## src/hdl/utf8v_pkg.sv

```systemverilog
// shared types, constants and codes of the utf-8 text validator
package utf8v_pkg;

    // length limit and the width that holds it plus one
    localparam int MAX_TEXT_BYTES = 1024;
    localparam int COUNT_W        = $clog2(MAX_TEXT_BYTES + 2);

    // register file: one 32-bit register, byte address 4*index
    localparam int MAX_BYTES_W = 11;
    localparam int APB_ADDR_W  = 3;
    localparam int APB_DATA_W  = 32;
    localparam logic [MAX_BYTES_W-1:0] MAX_BYTES_RESET = 11'd1024;

    typedef enum logic [APB_ADDR_W-3:0] {
        REG_MAX_BYTES = 1'b0
    } reg_index_e;

    typedef enum logic [2:0] {
        FAULT_NONE        = 3'd0,
        FAULT_EMPTY       = 3'd1,
        FAULT_LONG        = 3'd2,
        FAULT_LEAD_SPACE  = 3'd3,
        FAULT_TRAIL_SPACE = 3'd4,
        FAULT_CONTROL     = 3'd5,
        FAULT_MALFORMED   = 3'd6,
        FAULT_CODEPOINT   = 3'd7
    } fault_e;

    typedef struct packed {
        logic [7:0] text_byte;
        logic       end_of_text;
        logic       empty_text;
    } utf8v_in_t;

    typedef struct packed {
        logic       text_valid;
        logic [2:0] fault_code;
    } utf8v_out_t;

    // what the scanner reports for the item at the head of the input stage
    typedef struct packed {
        logic       ends;
        utf8v_out_t verdict;
    } utf8v_step_t;

endpackage

```

## src/hdl/utf8_text_validator_core.sv

```systemverilog
// top level of the streaming utf-8 text validator
//
//  channel  | ports                    | moves
//  ---------+--------------------------+------------------------------------------
//  input    | s_valid s_ready s_data   | one text byte per transfer, end/empty marks
//  result   | m_valid m_ready m_data   | one verdict per string
//  config   | psel penable pwrite ...  | max_bytes at byte address 0
//
// one byte per cycle sustained while the result register takes each verdict; a
// verdict passes the input register, then the result register, before it shows
// on m_valid, and it waits in the input register while the result register is stalled;
// the per-string state loop closes through the scan state register
// reset (aresetn low at a clock edge) clears all scan state and both
// stage valids and loads max_bytes with 1024
// a stalled result register holds the verdict and stops only items that end
// a string; bytes in the middle of a string keep flowing
module utf8_text_validator_core
    import utf8v_pkg::*;
(
    input  logic                  aclk,
    input  logic                  aresetn,
    input  logic                  s_valid,
    output logic                  s_ready,
    input  utf8v_in_t             s_data,
    output logic                  m_valid,
    input  logic                  m_ready,
    output utf8v_out_t            m_data,
    input  logic                  psel,
    input  logic                  penable,
    input  logic                  pwrite,
    input  logic [APB_ADDR_W-1:0] paddr,
    input  logic [APB_DATA_W-1:0] pwdata,
    output logic [APB_DATA_W-1:0] prdata,
    output logic                  pready
);

    // input stage
    logic        in_valid_reg;
    logic        in_valid_next;
    utf8v_in_t   in_data_reg;
    // result stage
    logic        m_valid_reg;
    logic        m_valid_next;
    utf8v_out_t  m_data_reg;

    logic               result_free;
    logic               advance;
    logic [COUNT_W-1:0] limit;
    utf8v_step_t        step_out;

    utf8v_apb_regs u_regs (
        .aclk    (aclk),
        .aresetn (aresetn),
        .psel    (psel),
        .penable (penable),
        .pwrite  (pwrite),
        .paddr   (paddr),
        .pwdata  (pwdata),
        .prdata  (prdata),
        .pready  (pready),
        .limit   (limit)
    );

    utf8v_scan u_scan (
        .aclk     (aclk),
        .aresetn  (aresetn),
        .step_en  (advance),
        .item     (in_data_reg),
        .limit    (limit),
        .step_out (step_out)
    );

    // result register can take a verdict this cycle
    assign result_free = !m_valid_reg || m_ready;

    // the head byte is consumed unless it ends a string and the verdict has nowhere to go
    assign advance = in_valid_reg && (!step_out.ends || result_free);

    // input stage refills as it drains
    assign s_ready = !in_valid_reg || advance;

    always_comb begin
        in_valid_next = in_valid_reg;
        if (s_ready) begin
            in_valid_next = s_valid;
        end
    end

    always_comb begin
        m_valid_next = m_valid_reg;
        if (advance && step_out.ends) begin
            m_valid_next = 1'b1;
        end else if (m_ready) begin
            m_valid_next = 1'b0;
        end
    end

    always_ff @(posedge aclk) begin
        if (!aresetn) begin
            in_valid_reg <= 1'b0;
            m_valid_reg  <= 1'b0;
        end else begin
            in_valid_reg <= in_valid_next;
            m_valid_reg  <= m_valid_next;
        end
    end

    // payload registers, no reset
    always_ff @(posedge aclk) begin
        if (s_valid && s_ready) begin
            in_data_reg <= s_data;
        end
        if (advance && step_out.ends) begin
            m_data_reg <= step_out.verdict;
        end
    end

    assign m_valid = m_valid_reg;
    assign m_data  = m_data_reg;

    // a shown verdict is consistent with its code
    a_valid_matches_code: assert property (
        @(posedge aclk) disable iff (!aresetn)
        m_valid_reg |-> (m_data_reg.text_valid == (m_data_reg.fault_code == FAULT_NONE))
    ) else $error("text_valid disagrees with fault_code");

    // back pressure on the input only when the head item is held
    a_stall_has_item: assert property (
        @(posedge aclk) disable iff (!aresetn)
        !s_ready |-> (in_valid_reg && step_out.ends && m_valid_reg && !m_ready)
    ) else $error("input stalled without a blocked verdict");

    // a finished string always reaches the result register
    a_verdict_loaded: assert property (
        @(posedge aclk) disable iff (!aresetn)
        (advance && step_out.ends) |=> m_valid_reg
    ) else $error("verdict lost");

    // a middle byte never waits on the result side
    a_middle_flows: assert property (
        @(posedge aclk) disable iff (!aresetn)
        (in_valid_reg && !step_out.ends) |-> advance
    ) else $error("middle byte stalled");

endmodule

```

## src/hdl/utf8v_apb_regs.sv

```systemverilog
// apb register file holding the byte limit
module utf8v_apb_regs
    import utf8v_pkg::*;
(
    input  logic                  aclk,
    input  logic                  aresetn,
    input  logic                  psel,
    input  logic                  penable,
    input  logic                  pwrite,
    input  logic [APB_ADDR_W-1:0] paddr,
    input  logic [APB_DATA_W-1:0] pwdata,
    output logic [APB_DATA_W-1:0] prdata,
    output logic                  pready,
    output logic [COUNT_W-1:0]    limit
);

    logic [MAX_BYTES_W-1:0] max_bytes_reg;
    logic [MAX_BYTES_W-1:0] max_bytes_next;
    logic                   hit;

    assign hit = (paddr[APB_ADDR_W-1:2] == REG_MAX_BYTES);

    always_comb begin
        max_bytes_next = max_bytes_reg;
        if (psel && penable && pwrite && hit) begin
            max_bytes_next = pwdata[MAX_BYTES_W-1:0];
        end
    end

    always_ff @(posedge aclk) begin
        if (!aresetn) begin
            max_bytes_reg <= MAX_BYTES_RESET;
        end else begin
            max_bytes_reg <= max_bytes_next;
        end
    end

    always_comb begin
        prdata = '0;
        if (hit) begin
            prdata = APB_DATA_W'(max_bytes_reg);
        end
    end

    assign pready = 1'b1;

    // limit in use, clipped to the built-in maximum
    always_comb begin
        if (32'(max_bytes_reg) > 32'(MAX_TEXT_BYTES)) begin
            limit = COUNT_W'(MAX_TEXT_BYTES);
        end else begin
            limit = COUNT_W'(max_bytes_reg);
        end
    end

endmodule

```

## src/hdl/utf8v_scan.sv

```systemverilog
// per-string scan state and single-byte decode step
module utf8v_scan
    import utf8v_pkg::*;
(
    input  logic               aclk,
    input  logic               aresetn,
    input  logic               step_en,
    input  utf8v_in_t          item,
    input  logic [COUNT_W-1:0] limit,
    output utf8v_step_t        step_out
);

    typedef struct packed {
        logic [COUNT_W-1:0] count;
        logic [1:0]         pending;
        logic [2:0]         seq_len;
        logic [20:0]        acc;
        fault_e             fault;
        logic               lead_space;
        logic               prev_space;
    } scan_state_t;

    scan_state_t st_reg;
    scan_state_t st_next;
    scan_state_t upd;
    scan_state_t post;
    logic [7:0]  b;
    logic [20:0] acc_shift;
    logic        is_space;
    fault_e      code;

    function automatic logic cp_bad(input logic [2:0] len, input logic [20:0] cp);
        logic bad;
        bad = 1'b0;
        if (len == 3'd2 && cp < 21'h80)    bad = 1'b1;
        if (len == 3'd3 && cp < 21'h800)   bad = 1'b1;
        if (len == 3'd4 && cp < 21'h10000) bad = 1'b1;
        if (cp > 21'h10ffff)               bad = 1'b1;
        if (cp >= 21'hd800 && cp <= 21'hdfff) bad = 1'b1;
        if (cp >= 21'h80 && cp <= 21'h9f)  bad = 1'b1;
        return bad;
    endfunction

    assign b         = item.text_byte;
    assign is_space  = (b == 8'h20);
    assign acc_shift = {st_reg.acc[14:0], b[5:0]};

    always_comb begin
        upd = st_reg;
        if (st_reg.count == '0) begin
            upd.lead_space = is_space;
        end
        // saturate one past the limit
        if (st_reg.count <= limit) begin
            upd.count = st_reg.count + 1'b1;
        end
        upd.prev_space = is_space;
        if (st_reg.fault == FAULT_NONE) begin
            if (st_reg.pending == 2'd0) begin
                priority if (b < 8'h80) begin
                    if (b < 8'h20 || b == 8'h7f) begin
                        upd.fault = FAULT_CONTROL;
                    end
                end else if ((b & 8'he0) == 8'hc0) begin
                    upd.seq_len = 3'd2;
                    upd.pending = 2'd1;
                    upd.acc     = 21'(b & 8'h1f);
                end else if ((b & 8'hf0) == 8'he0) begin
                    upd.seq_len = 3'd3;
                    upd.pending = 2'd2;
                    upd.acc     = 21'(b & 8'h0f);
                end else if ((b & 8'hf8) == 8'hf0) begin
                    upd.seq_len = 3'd4;
                    upd.pending = 2'd3;
                    upd.acc     = 21'(b & 8'h07);
                end else begin
                    upd.fault = FAULT_MALFORMED;
                end
            end else if ((b & 8'hc0) != 8'h80) begin
                // broken sequence, byte is not retried as a lead
                upd.fault   = FAULT_MALFORMED;
                upd.pending = 2'd0;
                upd.seq_len = 3'd0;
            end else begin
                upd.acc     = acc_shift;
                upd.pending = st_reg.pending - 2'd1;
                if (st_reg.pending == 2'd1) begin
                    if (cp_bad(st_reg.seq_len, acc_shift)) begin
                        upd.fault = FAULT_CODEPOINT;
                    end
                    upd.seq_len = 3'd0;
                end
            end
        end
    end

    // empty mark adds no byte
    assign post = item.empty_text ? st_reg : upd;

    always_comb begin
        priority if (post.count == '0) begin
            code = FAULT_EMPTY;
        end else if (post.count > limit) begin
            code = FAULT_LONG;
        end else if (post.lead_space) begin
            code = FAULT_LEAD_SPACE;
        end else if (post.prev_space) begin
            code = FAULT_TRAIL_SPACE;
        end else if (post.fault != FAULT_NONE) begin
            code = post.fault;
        end else if (post.pending != 2'd0) begin
            code = FAULT_MALFORMED;
        end else begin
            code = FAULT_NONE;
        end
    end

    assign step_out.ends               = item.empty_text || item.end_of_text;
    assign step_out.verdict.text_valid = (code == FAULT_NONE);
    assign step_out.verdict.fault_code = code;

    always_comb begin
        st_next = st_reg;
        if (step_en) begin
            st_next = step_out.ends ? scan_state_t'('0) : post;
        end
    end

    always_ff @(posedge aclk) begin
        if (!aresetn) begin
            st_reg <= '0;
        end else begin
            st_reg <= st_next;
        end
    end

endmodule
```

## config.mk

```make
export PLATFORM = sky130hd
export DESIGN_NAME = utf8_text_validator_core
export DESIGN_NICKNAME = d
export VERILOG_FILES = /design/src/hdl/utf8v_pkg.sv /design/src/hdl/utf8_text_validator_core.sv /design/src/hdl/utf8v_apb_regs.sv /design/src/hdl/utf8v_scan.sv
export SDC_FILE = /design/constraint.sdc
export NUM_CORES = 1
export LEC_CHECK = 0
export BUFFER_PORTS_ARGS = -buffer_cell sky130_fd_sc_hd__clkbuf_2
export CAP_MARGIN = 15
export CORE_ASPECT_RATIO = 1.4
export CORE_MARGIN = 4
export CORE_UTILIZATION = 45
export CTS_CLUSTER_SIZE = 10
export DETAILED_ROUTE_END_ITERATION = 10
export PLACE_DENSITY = 0.68
export SLEW_MARGIN = 10
export SYNTH_ARGS = -nofsm -noshare
export SYNTH_HDL_FRONTEND = slang
export SYNTH_SLANG_ARGS = --single-unit
export TNS_END_PERCENT = 100
```

## constraint.sdc

```tcl
create_clock -name aclk -period 9.7 [get_ports aclk]
set_input_delay 0 -clock aclk [delete_from_list [all_inputs] [get_ports aclk]]
set_output_delay 0 -clock aclk [all_outputs]
set_load 0.05 [all_outputs]
```

==> impl_results.md <==
* Status: complete, no violations
* Worst R2R End: m_data[1]$_DFFE_PP_
* Vias in the first global route at 3652
* H-tree levels at 3
* Seq/Total Area, Yosys at 34.8%
* Total Power at slightly below 0.7 mW
* Final hold vios at 0
* Num CTS Buffers at 9
* Syn Area/Cell at 8.24 sq um
* Ports at 91
* Setup Skew at 7.38 ps
* Largest net degree at the start of global routing at 45
* CTS Sinks at 63
* Crit end category: flop
* Unrepaired setup endpoints after global routing: false
* Fin. max-slew vios at 0
* Power density over cell area at between 100 and 150 nW/um^2
* Share of cells above drive strength 1 at 13.0%
* Max Fclk at between 200 and 250 MHz
* Post-DR wirelength/cell at around 15 um
* Lkg Pwr at around 1.9 nW
* Post-synth top cells: 52 x nand2_1, 51 x nor2_1, 49 x dfxtp_1, 40 x a21oi_1, 26 x ha_1
* Most frequent cell after synthesis: nand2_1
* First-pass GRT wire length at between 15000 and 20000 um
* CP Data Required Time at 9780 ps
* Fraction of registers with async set/reset at 0%
* Largest register FFs at 21
* CP Buf/Inv Count at 1
* Reg2reg setup slack at 4830 ps
* Mapped Area at a little over 4000 sq um
* Drt initial violations at between 150 and 200
* Routed WL at 10000 um
* Distinct cells, synth at 58
* DRC viols at 0
* Final Cycle Share at about half
* CP peak stage delay at 550 ps
* DP HPWL at 7360 um
* Worst Reg-to-Reg Cells at 15
* Drt first pass iters at 5
* Number of synthesized flops with an enable pin at 14
* Area contributors post-synth: dfxtp_1 24%, edfxtp_1 10%, ha_1 8.1%, a21oi_1 5.0%, nand2_1 4.8%
* CTS Root Cell: clkbuf_16
* CP Launch Type: flop
* CTS Buffer Depth at 2
* Class of the worst hold path: in -> reg
* Setup CP Type: reg -> reg
* Worst Path Max Fanout at 12
* Max VDD drop at 0.000105 V
* Clk Latency, worst-skew pair at roughly 330 ps
* Top Family by Delay on Critical Path: compound AO/OA/AOI/OAI gates
* Worst Hold Launch: aresetn
* Port Buffers at 45
* Crit path cell chain: inv_1 > nand2_1 > ha_1 > a21oi_1 > a21boi_0 > o221ai_1 > and2_1 > nand3_1 > xnor2_1 > ha_1 > a2111oi_0 > nand2_1 > a221oi_1 > o21bai_1 > o31a_1
* Number of vias per cell at between 5 and 6
* Area leader, netlist: dfxtp_1
* Die height at around 120 um
* Dominant synthesized flop cell: dfxtp_1
* DRT antenna net count at 0
* Core area at roughly 8700 sq um
* Minimum clock period at approximately 5000 ps
* Routability cong. at between 0.8 and 0.9
* Max cap viols at 0
* Diodes inserted at 0
* Min-Delay Endpoint: u_regs.max_bytes_reg[10]$_SDFFE_PN1P_
* Die area at around 11000 sq um
* Gr usage total at around a fifth
* Final instance count without filler cells at 651
* Post-CTS Setup Inserts at 0
* Num rows at 40
* DR vias at between 3000 and 4000
* Relative slew slack at 54.8%
* Starting density of the core at between 40 and 50%
* Die W at ~90 um
* Util after Layout at between 50 and 60%
* Worst-margin pin slew at 672 ps
* Layout area overhead at 17.6%
* Hold Slack at approximately 47 ps
* Cell at the slowest stage of the critical path: o221ai_1
* Initial antenna violation count at 0
* Reg2reg start: u_regs.max_bytes_reg[10]$_SDFFE_PN1P_
* #FFs+latches synth at 63
* Synth warnings at 0
* Crit path arrival time at slightly below 5000 ps
* TritonCTS clock tree: done
* Hold path depth at 2
* Area share of the largest cell type after synthesis at 24.4%
* Synth Instances at between 400 and 500
* Final setup TNS at 0 ps
* Final setup fails at 0
* Final nets at 620
* FILL cells at 818
* Total grt overflow at 0
* Clock transition at the registers of the reported paths at ~50 ps
* Placed insts at slightly above 600
==> layout by cell type (no fill, tap or decap), types with 16 or more instances in the layout <==
master / n
a21oi_1: 40
o21ai_0: 16
conb_1: 22
clkbuf_2: 45
a22oi_1: 17
ha_1: 26
nand2_1: 52
nor2b_1: 16
nor2_1: 51
dfxtp_1: 49
dlygate4sd3_1: 22
==> cell families (layout without fill, tap and decap cells) <==
family          after synthesis  in the layout  share of synthesized area, %
xor+xnor                     14             14                          3.04
flops                        63             63                          34.8
mux                           5              5                          1.27
simple gates                208            208                          26.5
other cells                   2             22                         0.186
compound gates              113            113                          18.5
buf+inv                      58             95                          7.67
fa+ha+maj                    26             26                          8.08
==> worst register-to-register path, stage by stage (launching register included) <==
cell	delay, ps
dfxtp_1	330
inv_1	290
nand2_1	160
ha_1	340
a21oi_1	160
a21boi_0	140
o221ai_1	550
and2_1	410
nand3_1	140
xnor2_1	290
ha_1	310
a2111oi_0	370
nand2_1	150
a221oi_1	460
o21bai_1	190
o31a_1	330
==> power breakdown <==
group          total, mW  internal (mW)  switching [mW]
Sequential         0.280          0.274         0.00550
Clock              0.329          0.219           0.111
Combinational     0.0759         0.0226          0.0533
==> final cells by class <==
cell class	instances	area, sq um	share of cell area, %
Multi-Input combinational cell	388	2390	50.5
Clock buffer	12	268	5.66
Inverter	11	41.3	0.872
Sequential cell	63	1400	29.6
Tap cell	105	131	2.77
Timing Repair Buffer	69	460	9.73
Clock inverter	3	40.0	0.846
==> worst max path at each step <==
stage | start | end | slack (ps) | cells past startpoint
after global placement | u_regs.max_bytes_reg[10]$_SDFFE_PN1P_ | m_data[1]$_DFFE_PP_ | 5000 | 15
after detailed placement | u_regs.max_bytes_reg[10]$_SDFFE_PN1P_ | m_data[1]$_DFFE_PP_ | 4900 | 15
after CTS | u_regs.max_bytes_reg[10]$_SDFFE_PN1P_ | m_data[1]$_DFFE_PP_ | 4870 | 15
after global routing | u_regs.max_bytes_reg[10]$_SDFFE_PN1P_ | m_data[1]$_DFFE_PP_ | 4520 | 15
after floorplan | u_regs.max_bytes_reg[10]$_SDFFE_PN1P_ | m_data[1]$_DFFE_PP_ | 5750 | 17
final | u_regs.max_bytes_reg[10]$_SDFFE_PN1P_ | m_data[1]$_DFFE_PP_ | 4830 | 15
==> per-stage QoR <==
step | area [sq um] | worst slack, ps
after global routing | 4730 | 4520
after CTS | 4730 | 4870
after global placement | 4210 | 5000
after floorplan | 4100 | 5750
final | 4730 | 4830
after detailed placement | 4210 | 4900
==> routing by layer <==
layer | vias to the layer above | wire length (um) | global-route usage (%)
met2 | 108 | 5370 | 35.6
met1 | 1716 | 3730 | 21.1
met3 | 33 | 509 | 3.85
li1 | 1831 | - | -
met4 | 0 | 403 | 11.7
met5 | - | 0 | 0
==> repair_timing <==
action	CTS	global route
gates resized for setup	0	0
hold buffers	22	0
endpoints found under the hold margin	22	0
Power figures use the tool's default switching activity.
